**config.mk**
```make
export PLATFORM = sky130hd
export DESIGN_NAME = sorted_insert_priority_queue
export DESIGN_NICKNAME = d
export VERILOG_FILES = /design/src/sv/spq_pkg.sv /design/src/sv/spq_ctrl.sv /design/src/sv/spq_dp.sv /design/src/sv/sorted_insert_priority_queue.sv
export SDC_FILE = /design/constraint.sdc
export NUM_CORES = 1
export LEC_CHECK = 0
export CORE_ASPECT_RATIO = 1.5
export CORE_MARGIN = 2
export CORE_UTILIZATION = 30
export DETAILED_ROUTE_END_ITERATION = 8
export DONT_BUFFER_PORTS = 1
export GPL_ROUTABILITY_DRIVEN = 0
export PLACE_DENSITY = 0.52
export SYNTH_ARGS = -nofsm -noshare
export SYNTH_HDL_FRONTEND = slang
export SYNTH_HIERARCHICAL = 1
export SYNTH_SLANG_ARGS = --single-unit
```
**constraint.sdc**
```tcl
create_clock -name clk -period 3.86 [get_ports clk]
set_input_delay 0.579 -clock clk [delete_from_list [all_inputs] [get_ports clk]]
set_output_delay 0.579 -clock clk [all_outputs]
set_load 0.05 [all_outputs]
```
**src/sv/spq_pkg.sv**
```systemverilog
// Shared types, sizes and codes of the sorted-insert priority queue.
package spq_pkg;

  localparam int unsigned DEPTH = 16;
  localparam int unsigned CNT_W = $clog2(DEPTH + 1);

  localparam logic OP_ENQ = 1'b0;
  localparam logic OP_DEQ = 1'b1;

  localparam logic [1:0] ST_OK       = 2'd0;
  localparam logic [1:0] ST_OVERFLOW = 2'd1;
  localparam logic [1:0] ST_EMPTY    = 2'd2;

  typedef struct packed {
    logic        opcode;
    logic [15:0] payload_in;
    logic [1:0]  prio_in;
  } spq_in_t;

  typedef struct packed {
    logic [1:0]  status;
    logic [15:0] payload_out;
    logic [4:0]  fill_level;
  } spq_out_t;

  typedef struct packed {
    logic ld_req;
    logic exec;
  } spq_cmd_t;

endpackage

```
**src/sv/spq_ctrl.sv**
```systemverilog
// Handshake controller: sequences capture and execution of each request.
module spq_ctrl import spq_pkg::*; (
  input  logic     clk,
  input  logic     rst_n,
  input  logic     in_valid,
  output logic     in_ready,
  output logic     out_valid,
  input  logic     out_ready,
  output spq_cmd_t cmd
);

  typedef enum logic {S_IDLE, S_EXEC} state_t;

  state_t state_r, state_nxt;
  logic   out_valid_r, out_valid_nxt;
  logic   slot_free;

  assign slot_free = !out_valid_r || out_ready;

  always_comb begin
    state_nxt     = state_r;
    out_valid_nxt = out_valid_r && !out_ready;
    cmd           = '0;
    case (state_r)
      S_IDLE: begin
        if (in_valid) begin
          cmd.ld_req = 1'b1;
          state_nxt  = S_EXEC;
        end
      end
      S_EXEC: begin
        if (slot_free) begin
          cmd.exec      = 1'b1;
          out_valid_nxt = 1'b1;
          state_nxt     = S_IDLE;
        end
      end
      default: state_nxt = S_IDLE;
    endcase
  end

  always_ff @(posedge clk) begin
    if (!rst_n) begin
      state_r     <= S_IDLE;
      out_valid_r <= 1'b0;
    end else begin
      state_r     <= state_nxt;
      out_valid_r <= out_valid_nxt;
    end
  end

  assign in_ready  = (state_r == S_IDLE);
  assign out_valid = out_valid_r;

  a_ld_to_exec: assert property (@(posedge clk) disable iff (!rst_n)
    cmd.ld_req |=> state_r == S_EXEC)
    else $error("captured request did not move to execute");

  a_exec_sets_valid: assert property (@(posedge clk) disable iff (!rst_n)
    cmd.exec |=> out_valid_r)
    else $error("executed request produced no result");

  a_no_overwrite: assert property (@(posedge clk) disable iff (!rst_n)
    cmd.exec |-> (!out_valid_r || out_ready))
    else $error("result register overwritten before it was taken");

endmodule

```
**src/sv/spq_dp.sv**
```systemverilog
// Datapath: request register, sorted cell array, entry count and result register.
module spq_dp import spq_pkg::*; (
  input  logic     clk,
  input  logic     rst_n,
  input  spq_cmd_t cmd,
  input  spq_in_t  in_data,
  output spq_out_t out_data
);

  spq_in_t          req_r;
  spq_out_t         res_r, res_nxt;
  logic [15:0]      pay_r [DEPTH];
  logic [1:0]       pri_r [DEPTH];
  logic [15:0]      pay_nxt [DEPTH];
  logic [1:0]       pri_nxt [DEPTH];
  logic [CNT_W-1:0] count_r, count_nxt;
  logic [DEPTH-1:0] keep;
  logic             full, empty;

  assign full  = (count_r == CNT_W'(DEPTH));
  assign empty = (count_r == '0);

  // A live cell stays put on insert when its priority is at least the new one.
  always_comb begin
    for (int i = 0; i < DEPTH; i++) begin
      keep[i] = (CNT_W'(i) < count_r) && (pri_r[i] >= req_r.prio_in);
    end
  end

  always_comb begin
    for (int i = 0; i < DEPTH; i++) begin
      pay_nxt[i] = pay_r[i];
      pri_nxt[i] = pri_r[i];
    end
    count_nxt           = count_r;
    res_nxt.status      = ST_OK;
    res_nxt.payload_out = '0;
    if (req_r.opcode == OP_ENQ) begin
      if (full) begin
        res_nxt.status = ST_OVERFLOW;
      end else begin
        count_nxt = count_r + CNT_W'(1);
        for (int i = 0; i < DEPTH; i++) begin
          if (!keep[i]) begin
            if (i == 0 || keep[(i == 0) ? 0 : i - 1]) begin
              pay_nxt[i] = req_r.payload_in;
              pri_nxt[i] = req_r.prio_in;
            end else begin
              pay_nxt[i] = pay_r[(i == 0) ? 0 : i - 1];
              pri_nxt[i] = pri_r[(i == 0) ? 0 : i - 1];
            end
          end
        end
      end
    end else begin
      if (empty) begin
        res_nxt.status = ST_EMPTY;
      end else begin
        count_nxt           = count_r - CNT_W'(1);
        res_nxt.payload_out = pay_r[0];
        for (int i = 0; i < DEPTH - 1; i++) begin
          pay_nxt[i] = pay_r[i + 1];
          pri_nxt[i] = pri_r[i + 1];
        end
      end
    end
    res_nxt.fill_level = 5'(count_nxt);
  end

  always_ff @(posedge clk) begin
    if (cmd.ld_req) begin
      req_r <= in_data;
    end
    if (cmd.exec) begin
      res_r <= res_nxt;
      for (int i = 0; i < DEPTH; i++) begin
        pay_r[i] <= pay_nxt[i];
        pri_r[i] <= pri_nxt[i];
      end
    end
  end

  always_ff @(posedge clk) begin
    if (!rst_n) begin
      count_r <= '0;
    end else if (cmd.exec) begin
      count_r <= count_nxt;
    end
  end

  assign out_data = res_r;

  a_count_bound: assert property (@(posedge clk) disable iff (!rst_n)
    count_r <= CNT_W'(DEPTH))
    else $error("entry count above depth");

  a_enq_grows: assert property (@(posedge clk) disable iff (!rst_n)
    (cmd.exec && req_r.opcode == OP_ENQ && !full)
      |=> count_r == $past(count_r) + CNT_W'(1))
    else $error("enqueue did not grow the count");

  a_empty_deq_holds: assert property (@(posedge clk) disable iff (!rst_n)
    (cmd.exec && req_r.opcode == OP_DEQ && empty)
      |=> (count_r == '0 && res_r.status == ST_EMPTY))
    else $error("dequeue on empty changed state or status");

endmodule

```
**src/sv/sorted_insert_priority_queue.sv**
```systemverilog
// Top level of the sorted-insert priority queue: controller plus datapath.
//
//   channel  direction  handshake              contents
//   in_      input      in_valid / in_ready    opcode, payload_in, prio_in
//   out_     output     out_valid / out_ready  status, payload_out, fill_level
//
// Each request is captured in S_IDLE, then executed in S_EXEC: the whole cell array
// compares against the new priority and shifts in parallel, or advances on dequeue.
// The result register lets the next request be captured while a result waits;
// execution of that request holds until the waiting result is taken.
// Reset (rst_n low, synchronous) empties the queue; cell contents are not cleared.
module sorted_insert_priority_queue import spq_pkg::*; (
  input  logic     clk,
  input  logic     rst_n,
  input  logic     in_valid,
  output logic     in_ready,
  input  spq_in_t  in_data,
  output logic     out_valid,
  input  logic     out_ready,
  output spq_out_t out_data
);

  spq_cmd_t cmd;

  // Sequence capture and execution; hold execution while a result is unread.
  spq_ctrl u_ctrl (
    .clk       (clk),
    .rst_n     (rst_n),
    .in_valid  (in_valid),
    .in_ready  (in_ready),
    .out_valid (out_valid),
    .out_ready (out_ready),
    .cmd       (cmd)
  );

  // Insert behind equal priorities, or drop the head and advance the rest.
  spq_dp u_dp (
    .clk      (clk),
    .rst_n    (rst_n),
    .cmd      (cmd),
    .in_data  (in_data),
    .out_data (out_data)
  );

endmodule
```
# Word level (Yosys, flattened, before mapping)
# Memory sizes are Yosys's and may differ from the RTL's.
# Cells that the tools add are included.
[totals]
register_bits = 49
ramBits = 288
out_inout_bits = 25
mem_count = 2
[classes]
add_sub_neg = 2
n_lt_le_gt_ge = 32
eq_ne = 1
muxes = 86
bitwise = 2
reduce_logical = 22
[mem_list]
columns = ["name", "words", "word_bits", "read_ports", "rd_ports_with_merged_regs", "write_ports", "line", "source"]
rows = [
  ["u_dp.pay_r", 16, 16, 16, 0, 16, "spq_dp.sv:12", "logic [15:0] pay_r [DEPTH];"],
  ["u_dp.pri_r", 16, 2, 16, 0, 16, "spq_dp.sv:13", "logic [1:0] pri_r [DEPTH];"],
]
[op_table]
columns = ["op", "n"]
rows = [
  ["16-bit two-way mux", 32],
  ["240-bit two-way mux", 2],
  ["256-bit two-way mux", 1],
  ["2-bit two-way mux", 34],
  ["30-bit two-way mux", 2],
  ["4-bit by 5-bit < comparator with 1-bit output, first input constant", 8],
  ["2-bit >= comparator", 16],
  ["32-bit two-way mux", 1],
  ["3-bit by 5-bit < comparator with 1-bit output, first input constant", 4],
  ["1-bit logical AND", 17],
  ["5-bit two-way mux", 3],
  ["1-bit by 5-bit < comparator with 1-bit output, first input constant", 2],
  ["2-bit by 5-bit < comparator with 1-bit output, first input constant", 2],
  ["1-bit two-way mux", 10],
  ["5-bit by 1-bit adder with 5-bit output, second input constant", 1],
  ["5-bit == test, second input constant", 1],
  ["5-bit zero test", 1],
  ["5-bit by 1-bit subtractor with 5-bit output, second input constant", 1],
  ["1-bit zero test", 2],
  ["1-bit NOT", 2],
  ["1-bit case mux with 2 select lines", 1],
  ["2-bit OR reduction", 1],
  ["1-bit logical OR", 1],
]

# Depth between registers and ports, before layout
# An unclocked memory read counts as a cell.
[logic_depth]
ltp_word = 7
mapped_depth = 9
mapped_depth_nobuf = 6

# Modules after synthesis
# The synthesis kept the hierarchy.
[modules_own_cells]
columns = ["mod", "n_inst", "cells_per_inst", "area_per_inst_um2", "seq_area_each_um2"]
rows = [
  ["spq_dp", 1, 1526, 17459.2, 10009.6],
  ["spq_ctrl", 1, 9, 102.6, 40.0],
]

# Worst setup path before layout
# Ideal clock, no wire load.
[synth_path]
path_kind = "in2reg"
startpoint = "input out_ready"
endpoint = "memory u_dp.pay_r[1][0] (netlist: u_dp/pay_r[0][16]), enable pin"
arrival_ns = 2.817
setup_slack_ns = 0.668
cell_stages = 7
cell_sequence = "nand2b_4 > and2_1 > clkbuf_1 > inv_1 > a31oi_1 > clkbuf_1 > o21a_1"
[synth_rtl]
columns = ["item", "line", "source"]
rows = [
  ["start, declared", "sorted_insert_priority_queue.sv:19", "input logic out_ready,"],
  ["end, declared", "spq_dp.sv:12", ""],
]

==> results_dict.tcl <==
set metrics [dict create \
    outcome "finished, final reports clean" \
    cts_inserted_buffers 37 \
    drive_above_1_share_pct 9.93 \
    async_flop_share_pct 0 \
    cts_tree "done" \
    hp-class "primary input to register" \
    antenna_cells 0 \
    start_kind "register" \
    syn_nets 1594 \
    dpl.hpwl_um 31300 \
    clock.fmax_ghz 0.305 \
    arrival_ns 3.61 \
    timing.final.ws_setup_ns 0.585 \
    clkPwrFrac_pct 38.5 \
    relSlewSlack_pct 25.7 \
    cts_resized 0 \
    p_comb_share_pct 11.1 \
    min_to "u_dp/req_r[18]" \
    rsz0062_at_grt "no" \
    p_leak_nw 6.02 \
    rrSetupSlack_ns 0.58 \
    crit_slowest_cell "dfxtp_1" \
    die_x_um 202 \
    area_growth_pct 10.3 \
    wl_per_cell_um 19.9 \
    grt_pass1_vias 12600 \
    die_area_um2 60500 \
    min_path_cells 0 \
    worstPathRequired_ns 4.19 \
    wirelength_um 45200 \
    hold_viol 0 \
    vias 12300 \
    grt-ovfl-total 0 \
    synth-seq-area-share_pct 57.2 \
    synth_edf_count 330 \
    hold_buffers 0 \
    num_rows 108 \
    stdcell_area_um2 19400 \
    vdd_drop_max_v 0.000293 \
    netSwitchingFraction_pct 26.0 \
    switchingPower_mw 2.27 \
    timing.rr.end "u_dp/pay_r[1][77]" \
    tns_ns 0 \
    stdcell_count 2270 \
    routed_via_density 5.40 \
    antenna_found_initial 0 \
    cts_setup_buffers 0 \
    tightest_slew_ns 1.11 \
    core-area_um2 57800 \
    layout_common_cells "o211ai_1 (490), edfxtp_1 (330), nand2_1 (297), buf_4 (57), clkbuf_16 (37)" \
    ys_types 61 \
    portBuffers 0 \
    initial_utilization_pct 30.4 \
    drc 0 \
    path_clk_slew_ns 0.06 \
    ant_nets 0 \
    post-route-period-util_pct 84.9 \
    min_period_ns 3.28 \
    dr.first_iter.drc_count 1032 \
    dp_slack_ns 0.656 \
    critical_path_class "register to register" \
    nFillCells 5916 \
    ys.flop_type "edfxtp_1" \
    cts-htree-levels 2 \
    die_h_um 300 \
    drv_cap 0 \
    mostFrequentLayoutCell "o211ai_1" \
    rr_worst_depth 7 \
    critPathMaxFanout 103 \
    cellPowerDensity_nw_per_um2 450 \
    cts.path.max_buffers 3 \
    holdCritStartpoint "in_data[18]" \
    max_stage_delay_ns 0.73 \
    finClkSkew_ns 0.0178 \
    syn_area_per_cell_um2 11.4 \
    cp_cell_sequence "inv_1 > ha_1 > and4bb_2 > nor2_4 > buf_12 > nand2_1 > o211ai_1" \
    grtUsageTotal_pct 14.6 \
    ys_seq_elements 337 \
    syn_inst 1535 \
    nNetsFinal 1533 \
    place_inst 2205 \
    ys.warnings.count 6 \
    final_util_pct 33.5 \
    end_kind "register" \
    grt_pass1_wl_um 72200 \
    grt_max_degree 147 \
    cts_root_buf "clkbuf_16" \
    r2r-start "u_dp/count_r[1]" \
    post_dp_cell_area_um2 18300 \
    setup_viol 0 \
    ios 48 \
    p_seq_share_pct 50.4 \
    netlist_area_um2 17600 \
    cts.sinks 337 \
    worstSkewPairLatency_ns 0.54 \
    p_int_mw 6.45 \
    slew_viol_final 0 \
    dr.pass1.iters 5 \
]
critical path: cells and delay by family (launching register included):
kind,cells,cell delay [ns]
compound gates,1,0.41
fa+ha+maj,1,0.31
buf+inv,2,0.64
flops,1,0.73
simple gates,3,0.88
synth_stat cells (2+ instances only):
library cell  number  area share [%]
a21oi_1           23            0.66
a21oi_2            2            0.10
a21oi_4            3            0.28
a31oi_1            4            0.14
and2_1             3            0.11
and3_1            17            0.61
buf_1              9            0.19
buf_2             43             1.2
buf_4             17            0.73
buf_6              5            0.32
clkbuf_1          86             1.8
dfxtp_1            7            0.80
edfxtp_1         330              56
ha_1              36             2.6
inv_1             25            0.53
mux2_2            18             1.2
nand2_1          297             6.3
nand2b_1          17            0.61
nor2_1            12            0.26
nor2_2             2           0.071
nor2b_1            3            0.11
nor3_1             2           0.057
o211ai_1         490              21
o21a_1            13            0.56
o21ai_0            8            0.23
o221ai_1          12            0.60
o221ai_2           2            0.17
or2_1             10            0.36
or2_2              5            0.18
xnor2_1            2            0.10
xor2_1             2            0.10
through the flow:
step	hold slack (ns)	power, mW
global route	0.112	9.08
CTS	0.109	8.85
detailed placement	0.493	5.45
finish	0.138	8.72
global placement	0.483	5.42
floorplan	0.473	5.13
worst max-delay path by stage:
stage | start | endpoint | slack (ns) | cells past startpoint
finish | u_dp/count_r[1] | u_dp/pay_r[1][77] | 0.58 | 7
global placement | u_dp/count_r[1] | u_dp/pri_r[1][0] | 0.78 | 7
CTS | u_dp/count_r[1] | u_dp/pri_r[1][10] | 0.64 | 7
detailed placement | u_dp/count_r[1] | u_dp/pri_r[1][10] | 0.66 | 7
global route | u_dp/count_r[1] | u_dp/pay_r[1][77] | 0.43 | 7
floorplan | out_ready | u_dp/pay_r[0][16] | 0.67 | 7
per-layer routing:
layer	GRT usage [%]	wire length (um)	vias to the layer above
met4	3.71	732	0
met1	17.8	18700	6013
li1	-	-	5906
met2	27.1	24100	288
met5	0	0	-
met3	1.99	1750	50
power groups by stage:
| stage | registers (mW) | clock network [mW] | logic (mW) |
|---|---|---|---|
| 2_1_floorplan | 4.42 | 0 | 0.709 |
| 3_3_place_gp | 4.47 | 0 | 0.956 |
| 3_5_place_dp | 4.47 | 0 | 0.978 |
| 4_1_cts | 4.39 | 3.48 | 0.982 |
| 5_1_grt | 4.41 | 3.59 | 1.08 |
| 6_report | 4.40 | 3.36 | 0.972 |
flip-flops by register name (all words and copies together), names as in the netlist:
name / count
u_ctrl/out_valid: 1
u_ctrl/state_r: 1
u_dp/count_r: 5
u_dp/out_data: 23
u_dp/pay_r: 256
u_dp/pri_r: 32
u_dp/req_r: 19
kinds of logic after synthesis:
logic type,synth area share [%]
AO/OA/AOI/OAI,24.5
XOR/XNOR,0.200
adder cells (fa/ha/maj),2.56
buffers and inverters,4.84
flip-flops,57.2
multiplexers,1.15
AND/OR/NAND/NOR,9.48
cell type report:
type	instances	area [um2]	share of cell area, %
clock buffers	48	967	4.99
clock inverters	17	131	0.678
inverters	25	93.8	0.484
multi-input cells	1013	6680	34.5
flip-flops and latches	337	10000	51.9
well taps	770	963	4.97
repair buffers	60	488	2.52
(Power assumes the default switching activity.)
